**src/two_link_leg_inverse_kinematics_macros.svh**
```systemverilog
// Assertion macros shared by the leg inverse kinematics design.
`ifndef TWO_LINK_LEG_INVERSE_KINEMATICS_MACROS_SVH
`define TWO_LINK_LEG_INVERSE_KINEMATICS_MACROS_SVH

// The consequent must hold in the same cycle as the antecedent.
`define IKL_ASSERT_SAME(lbl, clk, rst, ante, cons) \
   lbl: assert property (@(posedge clk) disable iff (rst) (ante) |-> (cons)) \
      else $error("ikl assertion failed");

// The consequent must hold in the cycle after the antecedent.
`define IKL_ASSERT_NEXT(lbl, clk, rst, ante, cons) \
   lbl: assert property (@(posedge clk) disable iff (rst) (ante) |=> (cons)) \
      else $error("ikl assertion failed");

`endif

```
**src/ikl_pkg.sv**
```systemverilog
// Package with types, constants and helpers of the leg inverse kinematics block.
package ikl_pkg;

   localparam int CORDIC_STAGES = 16;
   localparam int SQRT_STEPS = 29;
   localparam int DIV_STEPS = 29;
   localparam int RAD_W = 2 * SQRT_STEPS;
   localparam int REM_W = SQRT_STEPS + 2;
   localparam int DEN_W = 34;
   localparam int CW = 36;
   localparam int ZW = 26;
   localparam int ATAN_N = 32;
   localparam int IDX_W = $clog2(ATAN_N);

   localparam int ST_RES = 0;
   localparam int ST_SQ = 1;
   localparam int ST_SUM = 2;
   localparam int ST_SQA = 3;
   localparam int ST_NUM = ST_SQA + SQRT_STEPS;
   localparam int ST_CMP = ST_NUM + 1;
   localparam int ST_DIV = ST_CMP + 1;
   localparam int ST_AC = ST_DIV + DIV_STEPS;
   localparam int ST_AC2 = ST_AC + 1;
   localparam int ST_RAD = ST_AC2 + 1;
   localparam int ST_SQB = ST_RAD + 1;
   localparam int ST_COR = ST_SQB + SQRT_STEPS;
   localparam int ST_ANG = ST_COR + CORDIC_STAGES;
   localparam int NSTAGE = ST_ANG + 1;

   localparam logic [DIV_STEPS-1:0] Q28_ONE = DIV_STEPS'(1) << 28;
   localparam logic signed [ZW-1:0] DEG_180 = ZW'(180 * 65536);

   localparam int ATAN_TAB [ATAN_N] = '{
      2949120, 1740967, 919879, 466945, 234379, 117304, 58666, 29335,
      14668, 7334, 3667, 1833, 917, 458, 229, 115,
      57, 29, 14, 7, 4, 2, 1, 0,
      0, 0, 0, 0, 0, 0, 0, 0
   };

   localparam logic OP_ABS = 1'b0;
   localparam logic OP_REL = 1'b1;

   localparam logic [1:0] REG_UPPER = 2'd0;
   localparam logic [1:0] REG_LOWER = 2'd1;
   localparam logic [1:0] REG_HIP_X = 2'd2;
   localparam logic [1:0] REG_HIP_Y = 2'd3;

   typedef struct packed {
      logic [RAD_W-1:0] rad;
      logic [REM_W-1:0] rem;
      logic [SQRT_STEPS-1:0] root;
   } sqrt_type;

   typedef struct packed {
      logic [DEN_W:0] r;
      logic [DIV_STEPS-1:0] q;
   } div_type;

   typedef struct packed {
      logic signed [CW-1:0] x;
      logic signed [CW-1:0] y;
      logic signed [ZW-1:0] z;
   } cordic_type;

   typedef struct packed {
      logic signed [15:0] rx;
      logic signed [15:0] ry;
      logic signed [16:0] dx;
      logic signed [16:0] dy;
      logic [32:0] dxsq;
      logic [32:0] dysq;
      logic [29:0] l1sq;
      logic [29:0] l2sq;
      logic [33:0] lsq;
      logic signed [35:0] nbase;
      logic signed [35:0] num;
      logic [16:0] len;
      logic [DEN_W-1:0] den;
      logic sat;
      logic cneg;
      logic flag;
      logic [DIV_STEPS-1:0] ac;
      logic [RAD_W-1:0] rad;
      logic signed [ZW-1:0] phi;
      logic signed [ZW-1:0] psi;
   } side_type;

   function automatic logic signed [15:0] sat16(input logic signed [16:0] v);
      if (v > 17'sd32767) begin
         return 16'sh7fff;
      end else if (v < -17'sd32768) begin
         return 16'sh8000;
      end
      return v[15:0];
   endfunction

   function automatic logic signed [15:0] out_angle(input logic signed [ZW:0] v);
      logic signed [ZW:0] t;
      logic signed [ZW-10:0] a;
      t = v + (ZW+1)'(512);
      a = (ZW-9)'(t >>> 10);
      if (a > (ZW-9)'(17280)) begin
         return 16'sd17280;
      end else if (a < -(ZW-9)'(5760)) begin
         return -16'sd5760;
      end
      return a[15:0];
   endfunction

endpackage

```
**src/ikl_cordic_cell.sv**
```systemverilog
// One vectoring CORDIC rotation cell.
module ikl_cordic_cell (
   input  logic clock,
   input  logic en,
   input  logic [ikl_pkg::IDX_W-1:0] idx,
   input  ikl_pkg::cordic_type d_in,
   output ikl_pkg::cordic_type d_ff
);
   ikl_pkg::cordic_type d_in_next;
   logic signed [ikl_pkg::CW-1:0] xs;
   logic signed [ikl_pkg::CW-1:0] ys;
   logic signed [ikl_pkg::ZW-1:0] ang;

   always_comb begin
      xs = d_in.x >>> idx;
      ys = d_in.y >>> idx;
      ang = ikl_pkg::ZW'(ikl_pkg::ATAN_TAB[idx]);
      d_in_next = d_in;
      if (d_in.y > 0) begin
         d_in_next.x = d_in.x + ys;
         d_in_next.y = d_in.y - xs;
         d_in_next.z = d_in.z + ang;
      end else if (d_in.y < 0) begin
         d_in_next.x = d_in.x - ys;
         d_in_next.y = d_in.y + xs;
         d_in_next.z = d_in.z - ang;
      end
   end

   always_ff @(posedge clock) begin
      if (en) begin
         d_ff <= d_in_next;
      end
   end
endmodule

```
**config.mk**
```make
export PLATFORM = sky130hd
export DESIGN_NAME = ikl_cordic_cell
export DESIGN_NICKNAME = d
export VERILOG_FILES = /design/src/two_link_leg_inverse_kinematics_macros.svh /design/src/ikl_pkg.sv /design/src/ikl_cordic_cell.sv
export SDC_FILE = /design/constraint.sdc
export NUM_CORES = 1
export LEC_CHECK = 0
export ABC_AREA = 1
export BUFFER_PORTS_ARGS = -buffer_cell sky130_fd_sc_hd__buf_2
export CORE_MARGIN = 5
export CORE_UTILIZATION = 40
export DETAILED_ROUTE_END_ITERATION = 6
export GPL_TIMING_DRIVEN = 0
export MAX_ROUTING_LAYER = met4
export SLEW_MARGIN = 10
export SYNTH_ARGS = -nofsm -noshare
export SYNTH_HDL_FRONTEND = slang
export SYNTH_SLANG_ARGS = --single-unit
```
**constraint.sdc**
```tcl
create_clock -name clock -period 12.3 [get_ports clock]
set_clock_uncertainty 0.15 [all_clocks]
set_input_delay 2.46 -clock clock [delete_from_list [all_inputs] [get_ports clock]]
set_output_delay 2.46 -clock clock [all_outputs]
set_load 0.03 [all_outputs]
```
Yosys cells after proc, flatten, opt, wreduce, memory -nomap -nowiden

Memory sizes are Yosys's and may differ from the RTL's.
Cells that the tools add are included.

Output and inout port bits: 98
Bits in read-only memories: 1024
Word-level logic and storage cells: 20
RAM bits: 0
Bits in latches: 0
Memories kept: 1
Flip-flop bits (word level): 98
Bits of input ports: 105

Equal/unequal tests: 0
Shift operators: 2
$mul: 0
Muxes and demuxes: 4
Div/mod/pow operators: 0
Add/sub/neg operators: 6
Order comparisons: 3
Bitwise logic cells: 1
Reductions and logical operators: 0

Memory list:

| name             | words | width | rd ports | clocked after memory_dff | write ports | line                  | text |
|---|---|---|---|---|---|---|---|
| (name not given) | 32    | 32    | 1        | 0                        | 0           | ikl_cordic_cell.sv:17 | `ang = ikl_pkg::ZW'(ikl_pkg::ATAN_TAB[idx]);` |

Operators with widths:

| operator                                                       | count |
|---|---|
| two-way mux 98 bit                                             | 2 |
| adder 36 bit                                                   | 2 |
| >>> shifter 36 x 5 -> 36 bit                                   | 2 |
| subtractor 36 bit                                              | 2 |
| two-way mux 26 bit                                             | 2 |
| greater-than comparator 36 x 1 -> 1 bit, second input constant | 1 |
| < comparator 36 x 1 -> 1 bit, second input constant            | 1 |
| adder 26 bit                                                   | 1 |
| subtractor 26 bit                                              | 1 |
| greater-or-equal comparator 6 bit, second input constant       | 1 |
| inverter 5 -> 6 bit                                            | 1 |

Longest topological paths before layout

Depth in word-level cells: 7
Gate-level depth with buffers: 29
Mapped depth without buffers: 27

Worst setup path before layout

Ideal clock, no wire load.

Kind: input port to flip-flop
Start: input port idx[1] in the netlist's numbering
End: register d_ff[14] in the netlist's numbering, data pin
Cell stages on the path: 23
Setup time: 259 ps
Arrival time: 5319 ps
Path slack: 6571 ps
Path buffers: 3
Path through: buf_4 -> inv_2 -> buf_2 -> buf_2 -> ha_1 -> nand2_1 -> inv_1 -> o211ai_1 -> nand2_1 -> inv_1 -> ha_1 -> inv_1 -> fa_1 -> inv_1 -> nand3_1 -> nand2_1 -> a21oi_1 -> o21ai_0 -> nand3_1 -> nand2_1 -> nand2_1 -> nand3_1 -> nand3_1

RTL lines:

| item                 | line                  | text |
|---|---|---|
| start, declared      | ikl_cordic_cell.sv:5  | `input logic [ikl_pkg::IDX_W-1:0] idx,` |
| end signal, assigned | ikl_cordic_cell.sv:32 | `d_ff <= d_in_next;` |
| end, declared        | ikl_cordic_cell.sv:7  | `output ikl_pkg::cordic_type d_ff` |

==> impl_metrics.yaml <==
sta:
  setup_violations: 0
  layout_setup_ws_ps: 5257
  worstMarginPinSlew_ps: 1268
  relSlewSlack_pct: 15.47
  period_needed_ps: 7043
  finalMaxSlewViolations: 0
  fin_setup_tns_ps: 0
  fmax_mhz: 142.0
  rsz0062_at_grt: "no"
  finalHoldViolCount: 0
  timing.final.crit_share_pct: 57.26
  whs_ps: 2245
clocking:
  cts_resized: 0
  postCtsHoldBufs: 0
  cts_tree: "yes"
  clkTransAtPathRegs_ps: 80
  cts_root_buf: "clkbuf_16"
  cts.sinks: 98
  htree_levels: 3
  clockBufferDepth: 2
  cts_made_buffers: 9
  post_cts_buffers: 0
die:
  dieArea_sq_um: 57220
  die_height_um: 239.2
  io_pins: 203
  row_count: 84
  core-area_sq_um: 52340
  fp.dieW_um: 239.2
  start_util_pct: 40.15
layout:
  fin_cells: 4686
  fill_cells: 6111
  stdcell_area_sq_um: 23220
  multi_input_area_sq_um: 15600
  nNetsFinal: 4304
  largest_reg_flops: 98
  top_regs: "d_ff: 98 flops"
  regArea_sq_um: 2943
  fin_util_pct: 44.36
  drive_gt1_share_pct: 7.860
  regMostFlops: "d_ff"
  area_growth_pct: 10.50
setup_path:
  arrival_ps: 6990
  crit_type: "primary input to register"
  worstPathMaxFanout: 13
  critical_path.startpoint_type: "primary input"
  cp_data_required_time_ps: 12250
  crit_path_end_kind: "register"
hold_path:
  min-delay-path-class: "primary input to register"
pwr:
  internal-power_mw: 1.023
  combPwrFrac_pct: 66.3
  power_density_nw_per_um2: 99.48
  p_sw_mw: 1.287
  swShare_pct: 55.71
  p_total_mw: 2.310
  clkPwrFrac_pct: 13.8
  max-vdd-ir-drop_uv: 61.52
  p_leak_nw: 11.71
  seq_power_share_pct: 19.8
global_route:
  grt_max_degree: 54
  grt_overflow: 0
  grt_pass1_wl_mm: 153.8
  antenna_found_initial: 1
  grt_usage_pct: 37.01
  grt_pass1_vias: 24316
routing:
  route.detailed.drc: 0
  wire_per_inst_um: 23.08
  routed_wl_mm: 108.2
  detail-route-antenna-nets: 0
  firstDrtPassIters: 7
  wl_met2_mm: 45.65
  top_layer_used: "met4"
  via_per_inst: 5.716
  routed-wl-met3_mm: 11.76
  first_iter_violations: 3303
  wl_met1_mm: 46.09
  vias: 26787
yosys:
  yosys_warnings: 0
  synth_cell_types: 47
  yosysSeqAreaShare_pct: 14.00
  synth_cells: 3779
  synthesis.nets: 4093
  synth.area.top_cells: "nand2_1, edfxtp_1, ha_1"
  synth_ff_type: "edfxtp_1"
  synth_top_cell_area_share_pct: 20.74
  synth_edf_count: 98
  async_flop_share_pct: 0
  synth-seq-cells: 98
  yosys.area.top_type: "nand2_1"
  avgSynthCellArea_sq_um: 5.561
  synthesis.area_sq_um: 21010
flow_run:
  drv_cap: 0
place:
  io_buffers: 198
  placed_cell_area_sq_um: 22900
  place_inst: 4666
  hpwl_mm: 90.55
  dp_slack_ps: 5078
  gp_congestion: 1.060
outcome:
  status: "complete, no violations"
final timing paths:
| check | startpoint | end | slack, ps | depth (start not counted) |
|---|---|---|---|---|
| min | d_in[24] | d_ff[24] | 2240 | 2 |
| max | idx[1] | d_ff[14] | 5260 | 19 |
per-layer routing:
metal  vias up  global-route usage (%)
li1      12809                       -
met3       220                   9.442
met4         0                   14.21
met5         -                       -
met1     12263                   49.10
met2      1495                   54.22
kinds of logic (layout without fill, tap and decap cells):
logic type,after synthesis,after routing,synth area share [%]
simple gates,2027,2027,39.62
compound gates,771,771,19.89
buf+inv,626,842,11.78
fa+ha+maj,209,209,12.66
flops,98,98,14.00
xor+xnor,39,39,1.625
mux,9,9,0.4287
other cells,0,3,0
synthesized netlist by cell type, types with 16 or more instances:
master    instances
a21oi_1         285
buf_1            18
nor2_1          379
clkbuf_1         51
o211ai_1         29
inv_1           486
nand4_1          34
edfxtp_1         98
nand3_1         353
xor2_1           36
ha_1            203
o21a_1           17
o21ai_1         102
nor3_1           54
buf_2            46
nand2_1        1161
or2_2            16
o21ai_0         258
o21bai_1         19
cells in the final DEF (no fill, tap or decap), types with 17 or more instances in the layout:
master | Yosys | routed
buf_2 | 46 | 244
nand2_1 | 1161 | 1161
nor2_1 | 379 | 379
inv_1 | 486 | 486
ha_1 | 203 | 203
o21ai_0 | 258 | 258
o21bai_1 | 19 | 19
o21a_1 | 17 | 17
o211ai_1 | 29 | 29
clkbuf_1 | 51 | 50
nand3_1 | 353 | 353
nor3_1 | 54 | 54
nand4_1 | 34 | 34
buf_1 | 18 | 17
edfxtp_1 | 98 | 98
o21ai_1 | 102 | 102
a21oi_1 | 285 | 285
xor2_1 | 36 | 36
layout make-up:
type | instances | area share, %
Antenna cell | 3 | 0.03233
Buffer | 130 | 2.651
Clock buffer | 9 | 0.9699
Clock inverter | 7 | 0.3179
Inverter | 496 | 8.018
Multi-Input combinational cell | 3055 | 67.17
Sequential cell | 98 | 12.67
Tap cell | 688 | 3.707
Timing Repair Buffer | 200 | 4.462
power by group through the flow:
| stage | logic [mW] | clock network (mW) | registers [mW] |
|---|---|---|---|
| 2_1_floorplan | 0.863 | 0 | 0.587 |
| 3_3_place_gp | 1.48 | 0 | 0.466 |
| 3_5_place_dp | 1.47 | 0 | 0.466 |
| 4_1_cts | 1.48 | 0.329 | 0.459 |
| 5_1_grt | 1.66 | 0.341 | 0.464 |
| 6_report | 1.53 | 0.320 | 0.458 |
worst max-delay path, stage by stage:
cell and delay (ps):
buf_2 130, buf_4 200, inv_2 150, buf_2 300, buf_2 340, ha_1 250
inv_1 80, nor2_1 170, nor2_1 70, a221oi_1 660, ha_1 440, a21oi_1 270
inv_1 90, a21oi_1 510, o21ai_0 310, nand3_1 170, nand3_1 80, nand3_1 90
nand3_1 190
(Power assumes the default switching activity.)
