<file path="src/two_link_leg_inverse_kinematics_macros.svh">
// Assertion macros shared by the leg inverse kinematics design.
`ifndef TWO_LINK_LEG_INVERSE_KINEMATICS_MACROS_SVH
`define TWO_LINK_LEG_INVERSE_KINEMATICS_MACROS_SVH

// The consequent must hold in the same cycle as the antecedent.
`define IKL_ASSERT_SAME(lbl, clk, rst, ante, cons) \
   lbl: assert property (@(posedge clk) disable iff (rst) (ante) |-> (cons)) \
      else $error("ikl assertion failed");

// The consequent must hold in the cycle after the antecedent.
`define IKL_ASSERT_NEXT(lbl, clk, rst, ante, cons) \
   lbl: assert property (@(posedge clk) disable iff (rst) (ante) |=> (cons)) \
      else $error("ikl assertion failed");

`endif

</file>
<file path="src/ikl_pkg.sv">
// Package with types, constants and helpers of the leg inverse kinematics block.
package ikl_pkg;

   localparam int CORDIC_STAGES = 16;
   localparam int SQRT_STEPS = 29;
   localparam int DIV_STEPS = 29;
   localparam int RAD_W = 2 * SQRT_STEPS;
   localparam int REM_W = SQRT_STEPS + 2;
   localparam int DEN_W = 34;
   localparam int CW = 36;
   localparam int ZW = 26;
   localparam int ATAN_N = 32;
   localparam int IDX_W = $clog2(ATAN_N);

   localparam int ST_RES = 0;
   localparam int ST_SQ = 1;
   localparam int ST_SUM = 2;
   localparam int ST_SQA = 3;
   localparam int ST_NUM = ST_SQA + SQRT_STEPS;
   localparam int ST_CMP = ST_NUM + 1;
   localparam int ST_DIV = ST_CMP + 1;
   localparam int ST_AC = ST_DIV + DIV_STEPS;
   localparam int ST_AC2 = ST_AC + 1;
   localparam int ST_RAD = ST_AC2 + 1;
   localparam int ST_SQB = ST_RAD + 1;
   localparam int ST_COR = ST_SQB + SQRT_STEPS;
   localparam int ST_ANG = ST_COR + CORDIC_STAGES;
   localparam int NSTAGE = ST_ANG + 1;

   localparam logic [DIV_STEPS-1:0] Q28_ONE = DIV_STEPS'(1) << 28;
   localparam logic signed [ZW-1:0] DEG_180 = ZW'(180 * 65536);

   localparam int ATAN_TAB [ATAN_N] = '{
      2949120, 1740967, 919879, 466945, 234379, 117304, 58666, 29335,
      14668, 7334, 3667, 1833, 917, 458, 229, 115,
      57, 29, 14, 7, 4, 2, 1, 0,
      0, 0, 0, 0, 0, 0, 0, 0
   };

   localparam logic OP_ABS = 1'b0;
   localparam logic OP_REL = 1'b1;

   localparam logic [1:0] REG_UPPER = 2'd0;
   localparam logic [1:0] REG_LOWER = 2'd1;
   localparam logic [1:0] REG_HIP_X = 2'd2;
   localparam logic [1:0] REG_HIP_Y = 2'd3;

   typedef struct packed {
      logic [RAD_W-1:0] rad;
      logic [REM_W-1:0] rem;
      logic [SQRT_STEPS-1:0] root;
   } sqrt_type;

   typedef struct packed {
      logic [DEN_W:0] r;
      logic [DIV_STEPS-1:0] q;
   } div_type;

   typedef struct packed {
      logic signed [CW-1:0] x;
      logic signed [CW-1:0] y;
      logic signed [ZW-1:0] z;
   } cordic_type;

   typedef struct packed {
      logic signed [15:0] rx;
      logic signed [15:0] ry;
      logic signed [16:0] dx;
      logic signed [16:0] dy;
      logic [32:0] dxsq;
      logic [32:0] dysq;
      logic [29:0] l1sq;
      logic [29:0] l2sq;
      logic [33:0] lsq;
      logic signed [35:0] nbase;
      logic signed [35:0] num;
      logic [16:0] len;
      logic [DEN_W-1:0] den;
      logic sat;
      logic cneg;
      logic flag;
      logic [DIV_STEPS-1:0] ac;
      logic [RAD_W-1:0] rad;
      logic signed [ZW-1:0] phi;
      logic signed [ZW-1:0] psi;
   } side_type;

   function automatic logic signed [15:0] sat16(input logic signed [16:0] v);
      if (v > 17'sd32767) begin
         return 16'sh7fff;
      end else if (v < -17'sd32768) begin
         return 16'sh8000;
      end
      return v[15:0];
   endfunction

   function automatic logic signed [15:0] out_angle(input logic signed [ZW:0] v);
      logic signed [ZW:0] t;
      logic signed [ZW-10:0] a;
      t = v + (ZW+1)'(512);
      a = (ZW-9)'(t >>> 10);
      if (a > (ZW-9)'(17280)) begin
         return 16'sd17280;
      end else if (a < -(ZW-9)'(5760)) begin
         return -16'sd5760;
      end
      return a[15:0];
   endfunction

endpackage

</file>
<file path="src/ikl_div_cell.sv">
// One quotient bit cell of the pipelined restoring divider.
module ikl_div_cell (
   input  logic clock,
   input  logic en,
   input  logic [ikl_pkg::DEN_W-1:0] den,
   input  ikl_pkg::div_type d_in,
   output ikl_pkg::div_type d_ff
);
   ikl_pkg::div_type d_in_next;
   logic [ikl_pkg::DEN_W:0] t;

   always_comb begin
      if (d_in.r >= {1'b0, den}) begin
         t = d_in.r - {1'b0, den};
         d_in_next.q = {d_in.q[ikl_pkg::DIV_STEPS-2:0], 1'b1};
      end else begin
         t = d_in.r;
         d_in_next.q = {d_in.q[ikl_pkg::DIV_STEPS-2:0], 1'b0};
      end
      d_in_next.r = {t[ikl_pkg::DEN_W-1:0], 1'b0};
   end

   always_ff @(posedge clock) begin
      if (en) begin
         d_ff <= d_in_next;
      end
   end
endmodule

</file>
<file path="config.mk">
export PLATFORM = sky130hd
export DESIGN_NAME = ikl_div_cell
export DESIGN_NICKNAME = d
export VERILOG_FILES = /design/src/two_link_leg_inverse_kinematics_macros.svh /design/src/ikl_pkg.sv /design/src/ikl_div_cell.sv
export SDC_FILE = /design/constraint.sdc
export NUM_CORES = 1
export LEC_CHECK = 0
export ABC_AREA = 1
export BUFFER_PORTS_ARGS = -buffer_cell sky130_fd_sc_hd__buf_2
export CELL_PAD_IN_SITES_DETAIL_PLACEMENT = 0
export CELL_PAD_IN_SITES_GLOBAL_PLACEMENT = 2
export CORE_UTILIZATION = 25
export DETAILED_ROUTE_END_ITERATION = 12
export PLACE_DENSITY = 0.76
export SYNTH_ARGS = -nofsm -noshare
export SYNTH_HDL_FRONTEND = slang
export SYNTH_SLANG_ARGS = --single-unit
</file>
<file path="constraint.sdc">
create_clock -name clock -period 2.15 [get_ports clock]
set_clock_uncertainty 0.2 [all_clocks]
set_input_delay 0.43 -clock clock [delete_from_list [all_inputs] [get_ports clock]]
set_output_delay 0.43 -clock clock [all_outputs]
set_load 0.05 [all_outputs]
</file>
### Yosys cells after proc, flatten, opt, wreduce, memory -nomap -nowiden

Index checks and enable logic that the tools add are counted.

* logic and storage cells: 6
* input bits: 100
* memory bits (read-only): 0
* latch bits: 0
* register bits: 63
* bits in writable memories: 0
* memories kept: 0
* output and inout bits: 64

* add/subtract/negate cells: 1
* reduce and logical (&&, ||, !) cells: 0
* multiplexer cells: 2
* eq/ne operators: 0
* $lt $le $gt $ge: 1
* divide/modulo/power cells: 0
* multiply operators: 0
* shifts and indexed selects: 0
* bitwise gates (word level): 0

Operator list (number)
* >= comparator 35 x 34 -> 1 bit: 1
* two-way mux 34 bit: 1
* subtractor 34 bit: 1
* two-way mux 1 bit: 1

### Logic depth before layout (Yosys ltp)

Gate-level depths: netlist of run 1.

* depth after elaboration: 2
* depth in mapped cells: 16
* depth with buffers taken out: 15

### Least setup slack after synthesis of run 1

No wires, ideal clock.

* kind: input port to flip-flop
* start: input port d_in[29] in the netlist's numbering
* end: register d_ff[50] in the netlist's numbering, data pin
* data required time: 1.697 ns
* library setup time: 0.253 ns
* cell stages on the path: 14
* arrival: 1.894 ns
* path slack: -0.197 ns
* path buffers: 0
* path through: inv_1 -> ha_1 -> inv_1 -> fa_1 -> nand3_1 -> nand3_1 -> nand2_1 -> nand2_1 -> nand2_1 -> nand2_1 -> nand3_1 -> nand3b_1 -> nand3_1 -> nand2_1

RTL lines
* start, declared: RTL line ikl_div_cell.sv:6 `input ikl_pkg::div_type d_in,`
* end signal, assigned: RTL line ikl_div_cell.sv:25 `d_ff <= d_in_next;`
* end, declared: RTL line ikl_div_cell.sv:7 `output ikl_pkg::div_type d_ff`

==> impl_metrics.csv, run 1 <==
group,metric,value,unit
status,status,"complete, but fails checks",
status,violations,"setup timing",
worst_setup_path,cpPeakStageDelay,0.35,ns
pwr,vdd_ir_drop_max,0.357,mV
routing,wl_per_cell,13.6,um
logic_synthesis,synth_cells,706,
worst_setup_path,end_kind,"register",
logic_synthesis,yosys-top-cells-count,"nand2_1 (280), inv_1 (131), edfxtp_1 (63)",
worst_setup_path,path_buf_inv,4,
die,dieArea,20600,sq um
timing,fmax,458,MHz
timing,fin_ws,-0.0316,ns
logic_synthesis,syn_area,5000,sq um
routing,post-route-drc-count,0,
run,drv_cap,0,
pwr,p_leak,0.00433,uW
logic_synthesis,synthArstFlopShare,0,%
logic_synthesis,synth.distinct_cells,30,
timing,period_needed,2.18,ns
logic_synthesis,synth_area_leaders,"edfxtp_1 (38%), nand2_1 (21%), inv_1 (9.8%), ha_1 (8.5%), nor2_1 (4.2%)",
routing,dr.pass1.iters,4,
min_path,hp-class,"input port to register",
die,initial_utilization,25.6,%
cts,clock_sinks,63,
cts,clk_pin_slew_worst_paths,0.07,ns
final_layout,utilization,43.8,%
worst_setup_path,worst-endpoint-required,2.04,ns
final_layout,fin_nets,1146,
logic_synthesis,synth_edf_count,63,
final_layout,largest_reg_flops,63,
global_route,grt_pass1_vias,5093,
worst_setup_path,critPathLaunchType,"input port",
final_layout,reg.largest.list,"d_ff: 63 flops",
routing,drtIter0Drc,181,
global_route,grt_first_pass_wirelength,25.8,mm
global_route,grtUsageTotal,16.6,%
final_layout,regMostFlops,"d_ff",
timing,rsz0062_at_grt,"true",
pwr,power.density,625,nW/um^2
global_route,antenna_found_initial,0,
routing,num_vias,5223,
worst_setup_path,worstSetupPathType,"input port to register",
worst_setup_path,worst_path_most_repeated_cell,"nand2_1",
final_layout,stdcell_area,8550,sq um
worst_setup_path,crit_path_top_delay_cell,"nor4_4",
logic_synthesis,syn_avg_cell_area,7.08,sq um
die,coreArea,19500,sq um
timing,slew_viol_final,0,
timing,finalSetupViolCount,16,
timing,finalHoldViolations,0,
cts,numCtsBuffers,9,
cts,htree_levels,3,
global_route,grt_max_degree,34,
placement,dp_hpwl,13.4,mm
cts,cts_hold_buf,0,
cts,ctsLongestPathBuffers,2,
timing,period_share,101,%
worst_setup_path,cp_top_family,"simple AND/OR/NAND/NOR gates",
placement,routabilityCongestion,0.807,
cts,cts_tree,"built",
logic_synthesis,synth_top_area_share,37.8,%
die,die_w,143,um
worst_setup_path,crit_fanout,16,
placement,placed_cell_area,7460,sq um
logic_synthesis,synth.most_common_cell,"nand2_1",
final_layout,drive_gt1_share,51.7,%
logic_synthesis,synth_largest_area_cell,"edfxtp_1",
cts,root_buffer,"clkbuf_16",
worst_setup_path,path_cells,"buf_2 -> ha_4 -> buf_4 -> nand2_4 -> nor4_4 -> a21oi_2 -> nand2_8 -> buf_12 -> inv_8 -> nand2_1 -> nand2_1",
die,rows,51,
logic_synthesis,syn-num-nets,841,
logic_synthesis,ys.warnings.count,0,
routing,avgViaCountPerCell,4.08,
routing,wl,17.4,mm
die,die_y,143,um
placement,portBuffers,161,
routing,postRouteAntennaNets,0,
final_layout,diodes,0,
final_layout,area_growth_syn_to_layout,71.1,%
worst_setup_path,cp.arrival,2.08,ns
global_route,overflow,0,
logic_synthesis,ys_seq_area_share,37.8,%
logic_synthesis,ys_seq_elements,63,
logic_synthesis,ys.flop_type,"edfxtp_1",
die,ios,164,
## path summary, 6_finish.rpt
check | from | end | slack (ns) | depth (start not counted)
setup / recovery | d_in[57] | d_ff[34] | -0.03 | 11
hold / removal | d_in[3] | d_ff[4] | 0.06 | 1
## cells by family (layout without fill, tap and decap cells)
family / Yosys count / after routing / share of synthesized area [%]
simple gates: 406 / 406 / 34.0
buf+inv: 141 / 451 / 11.5
flops: 63 / 63 / 37.8
compound gates: 42 / 42 / 4.51
fa+ha+maj: 35 / 35 / 8.91
xor+xnor: 18 / 18 / 3.15
other cells: 1 / 1 / 0.0750
## what timing repair did
action,in CTS,in global routing
endpoints found under the setup margin,34,34
pin swaps,14,39
resized for setup,41,149
buffers inserted,10,14
gates cloned,1,3
## per-stage QoR
stage                     worst slack, ns  instances  hold WS, ns  power [uW]  TNS [ns]
after global placement             -0.508       1239        0.407        3700    -13.09
after global routing               -0.106       1281       0.0519        5670     -2.36
final                             -0.0316       1281       0.0632        5350    -0.349
after detailed placement           -0.458       1239        0.408        3700    -13.87
after floorplan                   -0.0525        706        0.329        2940     -1.26
after CTS                        0.000397       1266       0.0448        5220         0
## cell usage in the layout (no fill, tap or decap), drive strengths merged, types with 3 or more instances in the layout
cell type    n
buf        298
nand2      294
inv        137
edfxtp      63
nor2        59
ha          34
nand3       33
a21oi       27
xor2        15
o21ai       12
clkbuf       9
nand3b       7
nor3         7
clkinv       6
nand4        4
o21bai       3
xnor2        3
## cell type report
| class | count | area (sq um) |
|---|---|---|
| Sequential cell | 63 | 1890 |
| Clock inverter | 7 | 48.8 |
| Fill cell | 2070 | 11000 |
| Inverter | 134 | 552 |
| Multi-Input combinational cell | 502 | 3460 |
| Timing Repair Buffer | 298 | 2010 |
| Clock buffer | 9 | 225 |
| Timing Repair inverter | 3 | 42.5 |
| Tap cell | 265 | 332 |
## where the power goes
| part | switching [uW] | internal (uW) | leakage [uW] |
|---|---|---|---|
| sequential | 32.8 | 1540 | 0.000616 |
| clock | 597 | 781 | 0.000136 |
| combinational | 1470 | 923 | 0.00358 |
## routing by layer
metal  part of all wire, %  vias up  GRT usage, %
met2                    45      127          27.1
met3                   4.4       12          2.80
met5                     0        -             0
met4                  0.95        0          4.37
li1                      -     2807             -
met1                    49     2277          22.5
Power figures use the tool's default switching activity.
==> run 2, diff against run 1 <==
--- a/config.mk
+++ b/config.mk
@@ -5,13 +5,12 @@
 export SDC_FILE = /design/constraint.sdc
 export NUM_CORES = 1
 export LEC_CHECK = 0
-export ABC_AREA = 1
 export BUFFER_PORTS_ARGS = -buffer_cell sky130_fd_sc_hd__buf_2
 export CELL_PAD_IN_SITES_DETAIL_PLACEMENT = 0
 export CELL_PAD_IN_SITES_GLOBAL_PLACEMENT = 2
-export CORE_UTILIZATION = 25
+export CORE_UTILIZATION = 26
 export DETAILED_ROUTE_END_ITERATION = 12
-export PLACE_DENSITY = 0.76
+export PLACE_DENSITY = 0.75
 export SYNTH_ARGS = -nofsm -noshare
 export SYNTH_HDL_FRONTEND = slang
 export SYNTH_SLANG_ARGS = --single-unit
==> impl_metrics.csv, run 2 <==
group,metric,value,unit
final_layout,stdcell_area,6900,sq um
logic_synthesis,synth.most_common_cell,"edfxtp_1",
logic_synthesis,synthArstFlopShare,0,%
routing,post-route-drc-count,0,
logic_synthesis,ys.warnings.count,0,
timing,period_needed,2.80,ns
cts,cts_hold_buf,0,
die,coreArea,15900,sq um
global_route,grt_first_pass_wirelength,20.9,mm
die,die_w,130,um
pwr,power.density,727,nW/um^2
logic_synthesis,ys_seq_area_share,44.2,%
routing,wl_met1,5.64,mm
routing,wl_per_cell,14.8,um
timing,rsz0062_at_grt,"true",
final_layout,reg.largest.list,"d_ff: 63 flops",
cts,clock_sinks,63,
cts,ctsLongestPathBuffers,2,
routing,wl,13.7,mm
routing,avgViaCountPerCell,4.54,
die,initial_utilization,26.8,%
final_layout,regMostFlops,"d_ff",
status,violations,"setup timing",
final_layout,register_area,1890,sq um
routing,drtIter0Drc,154,
logic_synthesis,ys_seq_elements,63,
timing,period_share,130,%
cts,numCtsBuffers,9,
global_route,grtUsageTotal,16.1,%
worst_setup_path,crit_fanout,2,
die,rows,46,
logic_synthesis,synth_top_area_share,44.2,%
min_path,hp-class,"input port to register",
timing,setup_tns,-17.64,ns
timing,finalHoldViolations,0,
cts,cts_tree,"built",
die,ios,164,
pwr,total_power,5010,uW
pwr,vdd_ir_drop_max,0.359,mV
worst_setup_path,worst-endpoint-required,2.03,ns
logic_synthesis,synth.distinct_cells,57,
cts,root_buffer,"clkbuf_16",
timing,fmax,358,MHz
logic_synthesis,syn-num-nets,579,
final_layout,fin_nets,842,
run,drv_cap,0,
worst_setup_path,end_kind,"register",
logic_synthesis,synth_edf_count,63,
placement,dp_hpwl,10.3,mm
logic_synthesis,syn_area,4280,sq um
die,dieArea,17000,sq um
placement,portBuffers,161,
placement,routabilityCongestion,0.803,
final_layout,diodes,0,
final_layout,largest_reg_flops,63,
worst_setup_path,cp.arrival,2.68,ns
routing,num_vias,4213,
logic_synthesis,synth_largest_area_cell,"edfxtp_1",
final_layout,final_common_cell,"buf_2",
routing,met3_length,1.08,mm
timing,slew_viol_final,0,
logic_synthesis,yosys-top-cells-count,"edfxtp_1 (63), nand2_1 (52), o21ai_0 (44)",
pwr,p_leak,0.00310,uW
worst_setup_path,critPathLaunchType,"input port",
final_layout,drive_gt1_share,50.6,%
global_route,grt_max_degree,64,
cts,htree_levels,3,
routing,highest_layer,"met4",
placement,placed_cell_area,6210,sq um
global_route,antenna_found_initial,0,
cts,clk_pin_slew_worst_paths,0.05,ns
logic_synthesis,synth_area_leaders,"edfxtp_1 (44%), ha_1 (10%), o21ai_0 (5.2%), nand2_1 (4.6%), a21oi_1 (3.7%)",
logic_synthesis,ys.flop_type,"edfxtp_1",
die,die_y,130,um
global_route,overflow,0,
final_layout,final_cell_mix,"buf_2 (158), buf_4 (100), edfxtp_1 (63)",
routing,dr.pass1.iters,4,
final_layout,nFillCells,1592,
routing,postRouteAntennaNets,0,
routing,dr_wl_met2,6.75,mm
timing,finalSetupViolCount,35,
timing,fin_ws,-0.646,ns
final_layout,area_growth_syn_to_layout,61.4,%
timing,holdWs,0.0753,ns
final_layout,multi_input_area,2480,sq um
logic_synthesis,syn_avg_cell_area,9.63,sq um
logic_synthesis,synth_cells,444,
status,status,"complete, but fails checks",
worst_setup_path,worstSetupPathType,"input port to register",
global_route,grt_pass1_vias,4317,
-- run 2: routing by layer --
layer	GRT usage, %	up-vias
li1	-	2123
met1	18.2	1938
met2	28.9	138
met3	4.43	14
met4	5.68	0
met5	0	-
-- run 2: metrics by stage --
| step | setup slack, ns | utilization [%] | std cells |
|---|---|---|---|
| 6_report | -0.646 | 43.3 | 927 |
| 5_1_grt | -0.743 | 43.3 | 927 |
| 4_1_cts | -0.624 | 43.1 | 929 |
| 3_5_place_dp | -1.18 | 38.9 | 902 |
| 3_3_place_gp | -1.13 | 38.9 | 902 |
| 2_1_floorplan | -0.871 | - | 444 |
-- run 2: cell type report --
type	count	share of cell area, %
multi-input combinational	317	36.0
clock buffer	10	3.32
timing repair buffer	274	25.9
clock inverter	5	0.725
sequential	63	27.4
inverter	42	2.72
tap	216	3.92
-- run 2: power breakdown --
| part | switching [uW] | internal (uW) | total [uW] |
|---|---|---|---|
| sequential | 33.2 | 1550 | 1580 |
| clock | 538 | 880 | 1420 |
| combinational | 1230 | 787 | 2020 |
-- run 2: worst max-delay path, stage by stage --
cell and delay (ns):
buf_6 0.11, inv_12 0.04, ha_4 0.13, inv_2 0.03, fa_2 0.35, a21oi_2 0.17, o211ai_1 0.15, a211oi_2 0.21
buf_4 0.14, o22ai_2 0.07, o2111ai_2 0.18, a41oi_1 0.15, or3_1 0.32, a31o_1 0.18
-- run 2: timing repair --
item,CTS,global route
buffers inserted,9,0
cloned,3,0
pin swaps,14,3
resized for setup,55,17
endpoints found under the setup margin,35,35
-- run 2: worst paths after layout --
kind,startpoint,to,slack [ns],cells after the start
setup / recovery,d_in[29],d_ff[62],-0.65,14
hold / removal,d_in[24],d_ff[25],0.08,1
-- run 2: cells by family (layout without fill, tap and decap cells) --
family          after synthesis  in the layout  synth area share, %
compound gates              131            131                 19.2
simple gates                117            117                 12.5
buf+inv                      64            331                 6.61
flops                        63             63                 44.2
fa+ha+maj                    35             35                 10.4
xor+xnor                     29             29                 5.94
mux                           4              4                 1.05
other cells                   1              1               0.0877
