### config.mk
export PLATFORM = sky130hd
export DESIGN_NAME = ikl_sqrt_cell
export DESIGN_NICKNAME = d
export VERILOG_FILES = /design/src/two_link_leg_inverse_kinematics_macros.svh /design/src/ikl_pkg.sv /design/src/ikl_sqrt_cell.sv
export SDC_FILE = /design/constraint.sdc
export NUM_CORES = 1
export LEC_CHECK = 0
export BUFFER_PORTS_ARGS = -buffer_cell sky130_fd_sc_hd__buf_4
export CAP_MARGIN = 15
export CORE_MARGIN = 8
export CORE_UTILIZATION = 44
export DETAILED_ROUTE_END_ITERATION = 12
export GPL_TIMING_DRIVEN = 0
export HOLD_SLACK_MARGIN = 0.15
export PLACE_DENSITY = 0.77
export SETUP_SLACK_MARGIN = 0.02
export SYNTH_ARGS = -nofsm -noshare
export SYNTH_HDL_FRONTEND = slang
export SYNTH_SLANG_ARGS = --single-unit
export TNS_END_PERCENT = 5
### constraint.sdc
create_clock -name clock -period 3 [get_ports clock]
set_input_delay 0.45 -clock clock [delete_from_list [all_inputs] [get_ports clock]]
set_output_delay 0.45 -clock clock [all_outputs]
set_load 0.05 [all_outputs]
### src/two_link_leg_inverse_kinematics_macros.svh
// Assertion macros shared by the leg inverse kinematics design.
`ifndef TWO_LINK_LEG_INVERSE_KINEMATICS_MACROS_SVH
`define TWO_LINK_LEG_INVERSE_KINEMATICS_MACROS_SVH

// The consequent must hold in the same cycle as the antecedent.
`define IKL_ASSERT_SAME(lbl, clk, rst, ante, cons) \
   lbl: assert property (@(posedge clk) disable iff (rst) (ante) |-> (cons)) \
      else $error("ikl assertion failed");

// The consequent must hold in the cycle after the antecedent.
`define IKL_ASSERT_NEXT(lbl, clk, rst, ante, cons) \
   lbl: assert property (@(posedge clk) disable iff (rst) (ante) |=> (cons)) \
      else $error("ikl assertion failed");

`endif

### src/ikl_pkg.sv
// Package with types, constants and helpers of the leg inverse kinematics block.
package ikl_pkg;

   localparam int CORDIC_STAGES = 16;
   localparam int SQRT_STEPS = 29;
   localparam int DIV_STEPS = 29;
   localparam int RAD_W = 2 * SQRT_STEPS;
   localparam int REM_W = SQRT_STEPS + 2;
   localparam int DEN_W = 34;
   localparam int CW = 36;
   localparam int ZW = 26;
   localparam int ATAN_N = 32;
   localparam int IDX_W = $clog2(ATAN_N);

   localparam int ST_RES = 0;
   localparam int ST_SQ = 1;
   localparam int ST_SUM = 2;
   localparam int ST_SQA = 3;
   localparam int ST_NUM = ST_SQA + SQRT_STEPS;
   localparam int ST_CMP = ST_NUM + 1;
   localparam int ST_DIV = ST_CMP + 1;
   localparam int ST_AC = ST_DIV + DIV_STEPS;
   localparam int ST_AC2 = ST_AC + 1;
   localparam int ST_RAD = ST_AC2 + 1;
   localparam int ST_SQB = ST_RAD + 1;
   localparam int ST_COR = ST_SQB + SQRT_STEPS;
   localparam int ST_ANG = ST_COR + CORDIC_STAGES;
   localparam int NSTAGE = ST_ANG + 1;

   localparam logic [DIV_STEPS-1:0] Q28_ONE = DIV_STEPS'(1) << 28;
   localparam logic signed [ZW-1:0] DEG_180 = ZW'(180 * 65536);

   localparam int ATAN_TAB [ATAN_N] = '{
      2949120, 1740967, 919879, 466945, 234379, 117304, 58666, 29335,
      14668, 7334, 3667, 1833, 917, 458, 229, 115,
      57, 29, 14, 7, 4, 2, 1, 0,
      0, 0, 0, 0, 0, 0, 0, 0
   };

   localparam logic OP_ABS = 1'b0;
   localparam logic OP_REL = 1'b1;

   localparam logic [1:0] REG_UPPER = 2'd0;
   localparam logic [1:0] REG_LOWER = 2'd1;
   localparam logic [1:0] REG_HIP_X = 2'd2;
   localparam logic [1:0] REG_HIP_Y = 2'd3;

   typedef struct packed {
      logic [RAD_W-1:0] rad;
      logic [REM_W-1:0] rem;
      logic [SQRT_STEPS-1:0] root;
   } sqrt_type;

   typedef struct packed {
      logic [DEN_W:0] r;
      logic [DIV_STEPS-1:0] q;
   } div_type;

   typedef struct packed {
      logic signed [CW-1:0] x;
      logic signed [CW-1:0] y;
      logic signed [ZW-1:0] z;
   } cordic_type;

   typedef struct packed {
      logic signed [15:0] rx;
      logic signed [15:0] ry;
      logic signed [16:0] dx;
      logic signed [16:0] dy;
      logic [32:0] dxsq;
      logic [32:0] dysq;
      logic [29:0] l1sq;
      logic [29:0] l2sq;
      logic [33:0] lsq;
      logic signed [35:0] nbase;
      logic signed [35:0] num;
      logic [16:0] len;
      logic [DEN_W-1:0] den;
      logic sat;
      logic cneg;
      logic flag;
      logic [DIV_STEPS-1:0] ac;
      logic [RAD_W-1:0] rad;
      logic signed [ZW-1:0] phi;
      logic signed [ZW-1:0] psi;
   } side_type;

   function automatic logic signed [15:0] sat16(input logic signed [16:0] v);
      if (v > 17'sd32767) begin
         return 16'sh7fff;
      end else if (v < -17'sd32768) begin
         return 16'sh8000;
      end
      return v[15:0];
   endfunction

   function automatic logic signed [15:0] out_angle(input logic signed [ZW:0] v);
      logic signed [ZW:0] t;
      logic signed [ZW-10:0] a;
      t = v + (ZW+1)'(512);
      a = (ZW-9)'(t >>> 10);
      if (a > (ZW-9)'(17280)) begin
         return 16'sd17280;
      end else if (a < -(ZW-9)'(5760)) begin
         return -16'sd5760;
      end
      return a[15:0];
   endfunction

endpackage

### src/ikl_sqrt_cell.sv
// One digit cell of the pipelined restoring integer square root.
module ikl_sqrt_cell (
   input  logic clock,
   input  logic en,
   input  ikl_pkg::sqrt_type d_in,
   output ikl_pkg::sqrt_type d_ff
);
   ikl_pkg::sqrt_type d_in_next;
   logic [ikl_pkg::REM_W-1:0] cur;
   logic [ikl_pkg::REM_W-1:0] trial;

   always_comb begin
      cur = {d_in.rem[ikl_pkg::SQRT_STEPS-1:0], d_in.rad[ikl_pkg::RAD_W-1 -: 2]};
      trial = {d_in.root, 2'b01};
      d_in_next.rad = {d_in.rad[ikl_pkg::RAD_W-3:0], 2'b00};
      if (cur >= trial) begin
         d_in_next.rem = cur - trial;
         d_in_next.root = {d_in.root[ikl_pkg::SQRT_STEPS-2:0], 1'b1};
      end else begin
         d_in_next.rem = cur;
         d_in_next.root = {d_in.root[ikl_pkg::SQRT_STEPS-2:0], 1'b0};
      end
   end

   always_ff @(posedge clock) begin
      if (en) begin
         d_ff <= d_in_next;
      end
   end
endmodule

# Yosys cells after proc, flatten, opt, wreduce, memory -nomap -nowiden
# Cells that the tools add are included.
# word_totals
out_inout_bits	118
word_cells	6
in_bits	120
register_bits	116
# classes
n_lt_le_gt_ge	1
addsub	1
n_mux	1
# op_table
op	count
$mux W60	1
$ge A31 B31 Y1	1
$sub A31 B31 Y31	1

# Depth between registers and ports, before layout
# Gate-level depths: netlist (run 1).
# depth
ltp_word	2
depth_mapped	13
ltp_nobuf	11

# Worst setup path before layout (run 1)
# No wires, ideal clock.
# synth_timing
kind	input-to-reg
startpoint	input port d_in[9] (netlist bit)
endpoint	register d_ff[39] (netlist bit), data pin
t_required_ps	2740
path_buffers	2
setup_slack_ps	146
arrival_ps	2594
stages	13
setup_ps	260
path_cell_list	inv_1 > ha_1 > buf_2 > o211ai_1 > a21oi_1 > o211a_1 > o211ai_1 > a211o_2 > a21oi_4 > nor2_4 > inv_8 > buf_12 > mux2_4
# synth_rtl
element	line_no	rtl
from (decl)	ikl_sqrt_cell.sv:5	input ikl_pkg::sqrt_type d_in,
to (signal assigned)	ikl_sqrt_cell.sv:27	d_ff <= d_in_next;
to (decl)	ikl_sqrt_cell.sv:6	output ikl_pkg::sqrt_type d_ff

==> qor.log, run 1 <==
INFO  power_and_ir_drop total_power=5.39mW
INFO  worst_hold_path hold_path_class=in2reg
INFO  drt            remaining_drc_errors=0
INFO  clock_tree     clock_tree.buffer_depth=2
INFO  layout         areaGrowthSynthToFinish=45.2%
INFO  clock_tree     clockRootBuffer=sky130_fd_sc_hd__clkbuf_16
INFO  critical_path  critical_path_arrival=2.98ns
INFO  placement      placement.io_buffers=233
INFO  yosys          synth-edff-count=116
INFO  timing         max_clock_freq=354MHz
INFO  timing         setup-violations-final=0
INFO  global_routing grt_first_pass_wirelength=23100um
INFO  placement      hpwlAfterDp=12600um
INFO  critical_path  crit_start=d_in[9]
INFO  yosys          postSynthRegisterBits=116
INFO  placement      placement.setup.worst_slack=-0.459ns
INFO  yosys          netlist-cell-type-count=59
INFO  yosys          synth_area_per_cell=13.6squm
INFO  critical_path  crit_path_top_delay_cell=sky130_fd_sc_hd__a211o_2
INFO  clock_tree     cts_inserted_buffers=17
INFO  drt            drt-vias-per-instance=5.05
INFO  drt            number_of_iterations_in_the_first_detailed_routing_pass=5
INFO  layout         layout_commonest_cell=sky130_fd_sc_hd__buf_4
INFO  drt            first_iter_violations=235
INFO  timing         min_period_over_period=0.941
INFO  layout         antenna-diode-count=0
INFO  critical_path  critical-path-top-delay-family=compound AO/OA/AOI/OAI gates
INFO  layout         largest_reg_flops=116
INFO  critical_path  cp-start-kind=primary input
INFO  power_and_ir_drop power.leakage=3.66nW
INFO  floorplan      io-pin-count=238
INFO  global_routing antenna_violations_before_repair=0
INFO  power_and_ir_drop p_per_area=649mW/mm^2
INFO  layout         nFillCells=896
INFO  critical_path  crit_chain=buf_4 -> inv_1 -> ha_1 -> buf_2 -> o211ai_1 -> a21oi_2 -> o211a_1 -> o211ai_1 -> a211o_2 -> a21oi_4 -> nor2_4 -> inv_8 -> buf_8 -> mux2_4
INFO  global_routing groute.usage.overall=0.184
INFO  placement      place_congestion=0.851
INFO  worst_hold_path timing.hold.worst.start=d_in[85]
INFO  critical_path  cp_common_cell=sky130_fd_sc_hd__o211ai_1
INFO  timing         finalCriticalPeriod=2.82ns
INFO  yosys          asyncSetResetFlopFracSynth=0
INFO  yosys          sequential_share_of_the_synthesized_area=0.610
INFO  floorplan      die-area=0.0169sqmm
INFO  floorplan      dieHeight=130um
INFO  layout         instances_no_fill=861
INFO  layout         largest_registers=d_ff x116
INFO  yosys          post-synth-top-area-cell=sky130_fd_sc_hd__edfxtp_1
INFO  critical_path  timing.critical_path.fanout_max=10
INFO  global_routing first_global_vias=4413
INFO  yosys          ys_top_cells_by_area=sky130_fd_sc_hd__edfxtp_1 (61%), sky130_fd_sc_hd__ha_1 (6.8%), sky130_fd_sc_hd__mux2_4 (3.9%), sky130_fd_sc_hd__inv_1 (2.8%), sky130_fd_sc_hd__a21oi_1 (2.5%)
INFO  critical_path  timing_worst_setup_path_type=in2reg
INFO  critical_path  critPathRequiredTime=3.16ns
INFO  clock_tree     cts_htree_levels=4
INFO  timing         maxSlewViolCount=0
INFO  drt            avgRoutedWirePerCell=18.6um
INFO  timing         tightestPinTransition=0.722ns
INFO  clock_tree     clk_pin_slew=0.05ns
INFO  power_and_ir_drop vdd_ir_drop_max=282uV
INFO  global_routing grt_overflow=0
INFO  timing         count_of_endpoints_failing_hold_in_the_final_timing_report=0
INFO  layout         share_of_layout_cells_above_drive_strength_1=0.447
INFO  drt            drt-total-wl=16000um
INFO  floorplan      core_region_area=0.0127sqmm
INFO  clock_tree     clock_sinks=116
INFO  yosys          synthFlopType=sky130_fd_sc_hd__edfxtp_1
INFO  yosys          top_cell_type_s_share_of_synthesized_area=0.610
INFO  timing         timing.slew.headroom=0.519
INFO  layout         finish.net_count=829
INFO  floorplan      initial_utilization=0.451
INFO  clock_tree     holdBufCountCts=0
INFO  yosys          yosysWarnings=0
INFO  floorplan      num_rows=41
INFO  global_routing grt_start_max_net_pins=65
INFO  drt            antenna_violating_nets_post_route=0
INFO  critical_path  critical_path.max_stage_delay=0.36ns
INFO  layout         most_frequent_cells_in_the_layout=sky130_fd_sc_hd__buf_4 (238), sky130_fd_sc_hd__edfxtp_1 (116), sky130_fd_sc_hd__inv_1 (43)
INFO  yosys          postSynthCellCount=421
INFO  floorplan      die_w=130um
INFO  layout         register_with_the_most_flip_flops=d_ff
INFO  run            cap_violations=0
INFO  status         outcome=finished, final reports clean
INFO  yosys          synth_area=0.00571sqmm
INFO  timing         postLayoutSetupSlackWorst=0.177ns
INFO  placement      post-place-cells=828
INFO  clock_tree     tritoncts_clock_tree=yes
INFO  timing         grt_setup_unrepaired=false
INFO  drt            num_vias=4350
INFO  critical_path  crit_buf_inv=5
INFO  critical_path  timing.critical_path.to_type=flop
[cells in the mapped netlist (4+ instances only)]
cell / number
sky130_fd_sc_hd__inv_1: 43
sky130_fd_sc_hd__ha_1: 31
sky130_fd_sc_hd__nand3_1: 8
sky130_fd_sc_hd__o21ai_0: 15
sky130_fd_sc_hd__a31oi_1: 4
sky130_fd_sc_hd__o21ai_1: 4
sky130_fd_sc_hd__and2_1: 5
sky130_fd_sc_hd__mux2_4: 15
sky130_fd_sc_hd__nand2_1: 12
sky130_fd_sc_hd__xnor2_1: 15
sky130_fd_sc_hd__a21oi_1: 28
sky130_fd_sc_hd__mux2_2: 8
sky130_fd_sc_hd__nor3_1: 4
sky130_fd_sc_hd__edfxtp_1: 116
sky130_fd_sc_hd__and3_1: 4
sky130_fd_sc_hd__o21a_1: 5
sky130_fd_sc_hd__xor2_1: 5
sky130_fd_sc_hd__o31ai_1: 5
sky130_fd_sc_hd__a21o_1: 10
sky130_fd_sc_hd__nor2_1: 18
sky130_fd_sc_hd__o211ai_1: 4
[stage by stage]
stage          setup TNS [ns]  area (sq um)   util  hold slack, ns
5_1_grt                     0          8290  0.654           0.190
3_5_place_dp           -10.07          7710  0.608           0.629
2_1_floorplan               0          5710      -           0.549
3_3_place_gp           -10.26          7680  0.606           0.629
4_1_cts                     0          8260  0.652           0.197
6_report                    0          8290  0.654           0.216
[layer usage]
metal  routed length, um  track usage  share of wire  up-vias
met5                   0            0              0        -
met1                5820        0.185           0.36     2018
met2                8230        0.334           0.51      200
met3                1730       0.0828           0.11       24
met4                 246       0.0560          0.015        0
li1                    -            -              -     2108
[worst paths after layout]
check | end | cells past startpoint
hold / removal | d_ff[87]$_DFFE_PP_ | 1
setup / recovery | d_ff[53]$_DFFE_PP_ | 14
[power by group]
| group | switching, mW | leakage [nW] | internal, mW |
|---|---|---|---|
| Combinational | 0.959 | 2.26 | 0.542 |
| Clock | 0.665 | 0.270 | 1.20 |
| Sequential | 0.0433 | 1.14 | 1.98 |
| Total | 1.67 | 3.66 | 3.72 |
[layout make-up]
| type | instances | area [sq um] | area share |
|---|---|---|---|
| well taps | 172 | 215 | 0.0260 |
| repair buffers | 237 | 1800 | 0.217 |
| multi-input cells | 254 | 2010 | 0.242 |
| clock buffers | 19 | 433 | 0.0522 |
| flip-flops and latches | 116 | 3480 | 0.420 |
| plain buffers | 8 | 67.6 | 0.00815 |
| clock inverters | 11 | 114 | 0.0137 |
| inverters | 44 | 173 | 0.0208 |
[what timing repair did]
| action | in CTS | in global routing |
|---|---|---|
| pin swaps | 0 | 5 |
| buffers inserted | 0 | 3 |
| endpoints found under the setup margin | 15 | 23 |
| endpoints found under the hold margin | 0 | 0 |
| gates resized for setup | 1 | 3 |
[kinds of logic (layout without fill, tap and decap cells)]
kind of cell | Yosys count | in the layout | synth area share
DFF | 116 | 116 | 0.610
AOI/OAI and AO/OA | 106 | 106 | 0.127
and+or+nand+nor | 72 | 72 | 0.0664
buffers and inverters | 52 | 319 | 0.0421
adders and majority gates | 31 | 31 | 0.0679
muxes | 23 | 23 | 0.0552
xor gates and xnor gates | 20 | 20 | 0.0307
other | 1 | 2 | 0.000657
Power figures use the tool's default switching activity.
==> run 2: changes to the inputs <==
- PLACE_DENSITY: 0.77 -> 0.76
- REMOVE_ABC_BUFFERS: default -> 1
==> qor.log, run 2 (same netlist as run 1, synthesis figures left out) <==
INFO  floorplan      initial_utilization=0.451
INFO  global_routing antenna_violations_before_repair=0
INFO  timing         min_period_over_period=0.951
INFO  timing         max_clock_freq=350MHz
INFO  layout         most_frequent_cells_in_the_layout=sky130_fd_sc_hd__buf_4 (238), sky130_fd_sc_hd__edfxtp_1 (116), sky130_fd_sc_hd__inv_1 (43)
INFO  critical_path  critPathRequiredTime=3.16ns
INFO  timing         grt_setup_unrepaired=false
INFO  floorplan      num_rows=41
INFO  timing         count_of_endpoints_failing_hold_in_the_final_timing_report=0
INFO  drt            number_of_iterations_in_the_first_detailed_routing_pass=6
INFO  drt            antenna_violating_nets_post_route=0
INFO  worst_hold_path hold_path_class=in2reg
INFO  timing         setup-violations-final=0
INFO  layout         register_with_the_most_flip_flops=d_ff
INFO  layout         largest_reg_flops=116
INFO  power_and_ir_drop power.leakage=3.63nW
INFO  timing         tightestPinTransition=0.588ns
INFO  timing         totalNegativeSetupSlack=0ns
INFO  layout         finish.net_count=823
INFO  clock_tree     cts_inserted_buffers=17
INFO  layout         areaGrowthSynthToFinish=44.3%
INFO  timing         maxSlewViolCount=0
INFO  placement      placement.io_buffers=233
INFO  run            cap_violations=0
INFO  global_routing groute.usage.overall=0.191
INFO  drt            avgRoutedWirePerCell=19.0um
INFO  clock_tree     clock_tree.buffer_depth=2
INFO  drt            remaining_drc_errors=0
INFO  timing         timing.slew.headroom=0.608
INFO  layout         design_area=0.00824sqmm
INFO  clock_tree     clockRootBuffer=sky130_fd_sc_hd__clkbuf_16
INFO  layout         layout_commonest_cell=sky130_fd_sc_hd__buf_4
INFO  layout         largest_registers=d_ff x116
INFO  drt            drt-total-wl=16300um
INFO  floorplan      dieHeight=130um
INFO  placement      place_congestion=0.790
INFO  worst_hold_path whs_endpoint=d_ff[77]$_DFFE_PP_
INFO  critical_path  cp-start-kind=primary input
INFO  clock_tree     tritoncts_clock_tree=yes
INFO  global_routing grt_first_pass_wirelength=24000um
INFO  worst_hold_path worst_hold_path.num_cells=1
INFO  drt            first_iter_violations=242
INFO  drt            drt-vias-per-instance=5.02
INFO  critical_path  timing.critical_path.fanout_max=28
INFO  placement      hpwlAfterDp=12600um
INFO  global_routing first_global_vias=4398
INFO  critical_path  critical_path_arrival=3.01ns
INFO  placement      place_area=0.00764sqmm
INFO  clock_tree     clock_sinks=116
INFO  layout         instances_no_fill=856
INFO  worst_hold_path timing.hold.worst.start=d_in[75]
INFO  layout         share_of_layout_cells_above_drive_strength_1=0.440
INFO  power_and_ir_drop vdd_ir_drop_max=294uV
INFO  layout         antenna-diode-count=0
INFO  timing         finalCriticalPeriod=2.85ns
INFO  clock_tree     cts_htree_levels=4
INFO  floorplan      die_w=130um
INFO  clock_tree     clk_pin_slew=0.05ns
INFO  global_routing grt_start_max_net_pins=77
INFO  global_routing grt_overflow=0
INFO  critical_path  timing_worst_setup_path_type=in2reg
INFO  layout         core_occupancy_in_the_finished_layout=0.650
INFO  critical_path  timing.critical_path.to_type=flop
INFO  placement      post-place-cells=820
INFO  power_and_ir_drop p_per_area=653mW/mm^2
INFO  drt            num_vias=4297
INFO  floorplan      io-pin-count=238
INFO  floorplan      die-area=0.0169sqmm
INFO  floorplan      core_region_area=0.0127sqmm
INFO  status         outcome=finished, final reports clean
## run 2: area by class of cell
cell class / instances / area, sq um
fill: 933 / 4430
timing repair buffer: 239 / 1810
inverter: 44 / 178
clock buffer: 19 / 433
clock inverter: 12 / 115
multi-input combinational: 254 / 2000
tap: 172 / 215
sequential: 116 / 3480
## run 2: per-stage QoR
step                total power, mW  worst slack, ns  hold WS, ns
floorplan                      3.02            0.169        0.549
global placement               3.51           -0.489        0.628
detailed placement             3.53           -0.492        0.629
CTS                            5.43           0.0295        0.193
global route                   5.59           0.0304        0.188
finish                         5.38            0.146        0.213
## run 2: repair_timing
item / 4_1_cts / 5_1_grt
hold buffers: 0 / 0
setup endpoints to repair: 23 / 23
resized for setup: 1 / 2
buffers inserted: 0 / 5
pin swaps: 0 / 2
hold endpoints to repair: 0 / 0
## run 2: worst max path at each step
| stage | start | endpoint | depth (start not counted) | slack [ns] |
|---|---|---|---|---|
| 5_1_grt | d_in[9] | d_ff[35]$_DFFE_PP_ | 12 | 0.03 |
| 2_1_floorplan | d_in[3] | d_ff[31]$_DFFE_PP_ | 11 | 0.17 |
| 3_3_place_gp | d_in[3] | d_ff[33]$_DFFE_PP_ | 12 | -0.49 |
| 6_report | d_in[9] | d_ff[35]$_DFFE_PP_ | 12 | 0.15 |
| 4_1_cts | d_in[2] | d_ff[35]$_DFFE_PP_ | 12 | 0.03 |
| 3_5_place_dp | d_in[2] | d_ff[35]$_DFFE_PP_ | 12 | -0.49 |
## run 2: critical path, stage by stage
cell and delay, ns:
sky130_fd_sc_hd__buf_4 0.09, sky130_fd_sc_hd__inv_1 0.04, sky130_fd_sc_hd__ha_1 0.38, sky130_fd_sc_hd__o211ai_1 0.12
sky130_fd_sc_hd__a21oi_1 0.24, sky130_fd_sc_hd__o211a_1 0.21, sky130_fd_sc_hd__o211ai_1 0.14, sky130_fd_sc_hd__a211o_2 0.40
sky130_fd_sc_hd__a21oi_4 0.27, sky130_fd_sc_hd__nor2_4 0.09, sky130_fd_sc_hd__clkinv_8 0.17, sky130_fd_sc_hd__mux2_2 0.37
## run 2: power by group
part           internal (mW)  switching [mW]  leakage (nW)
clock network           1.20           0.671         0.265
logic                  0.533           0.956          2.23
registers               1.98          0.0430          1.14
total                   3.71            1.67          3.63
## run 2: per-layer routing
metal	routed length, um	track usage	vias to the layer above
met4	172	0.0546	0
met2	8520	0.349	176
met5	0	0	-
met3	1610	0.0816	19
met1	6000	0.195	2009
li1	-	-	2093
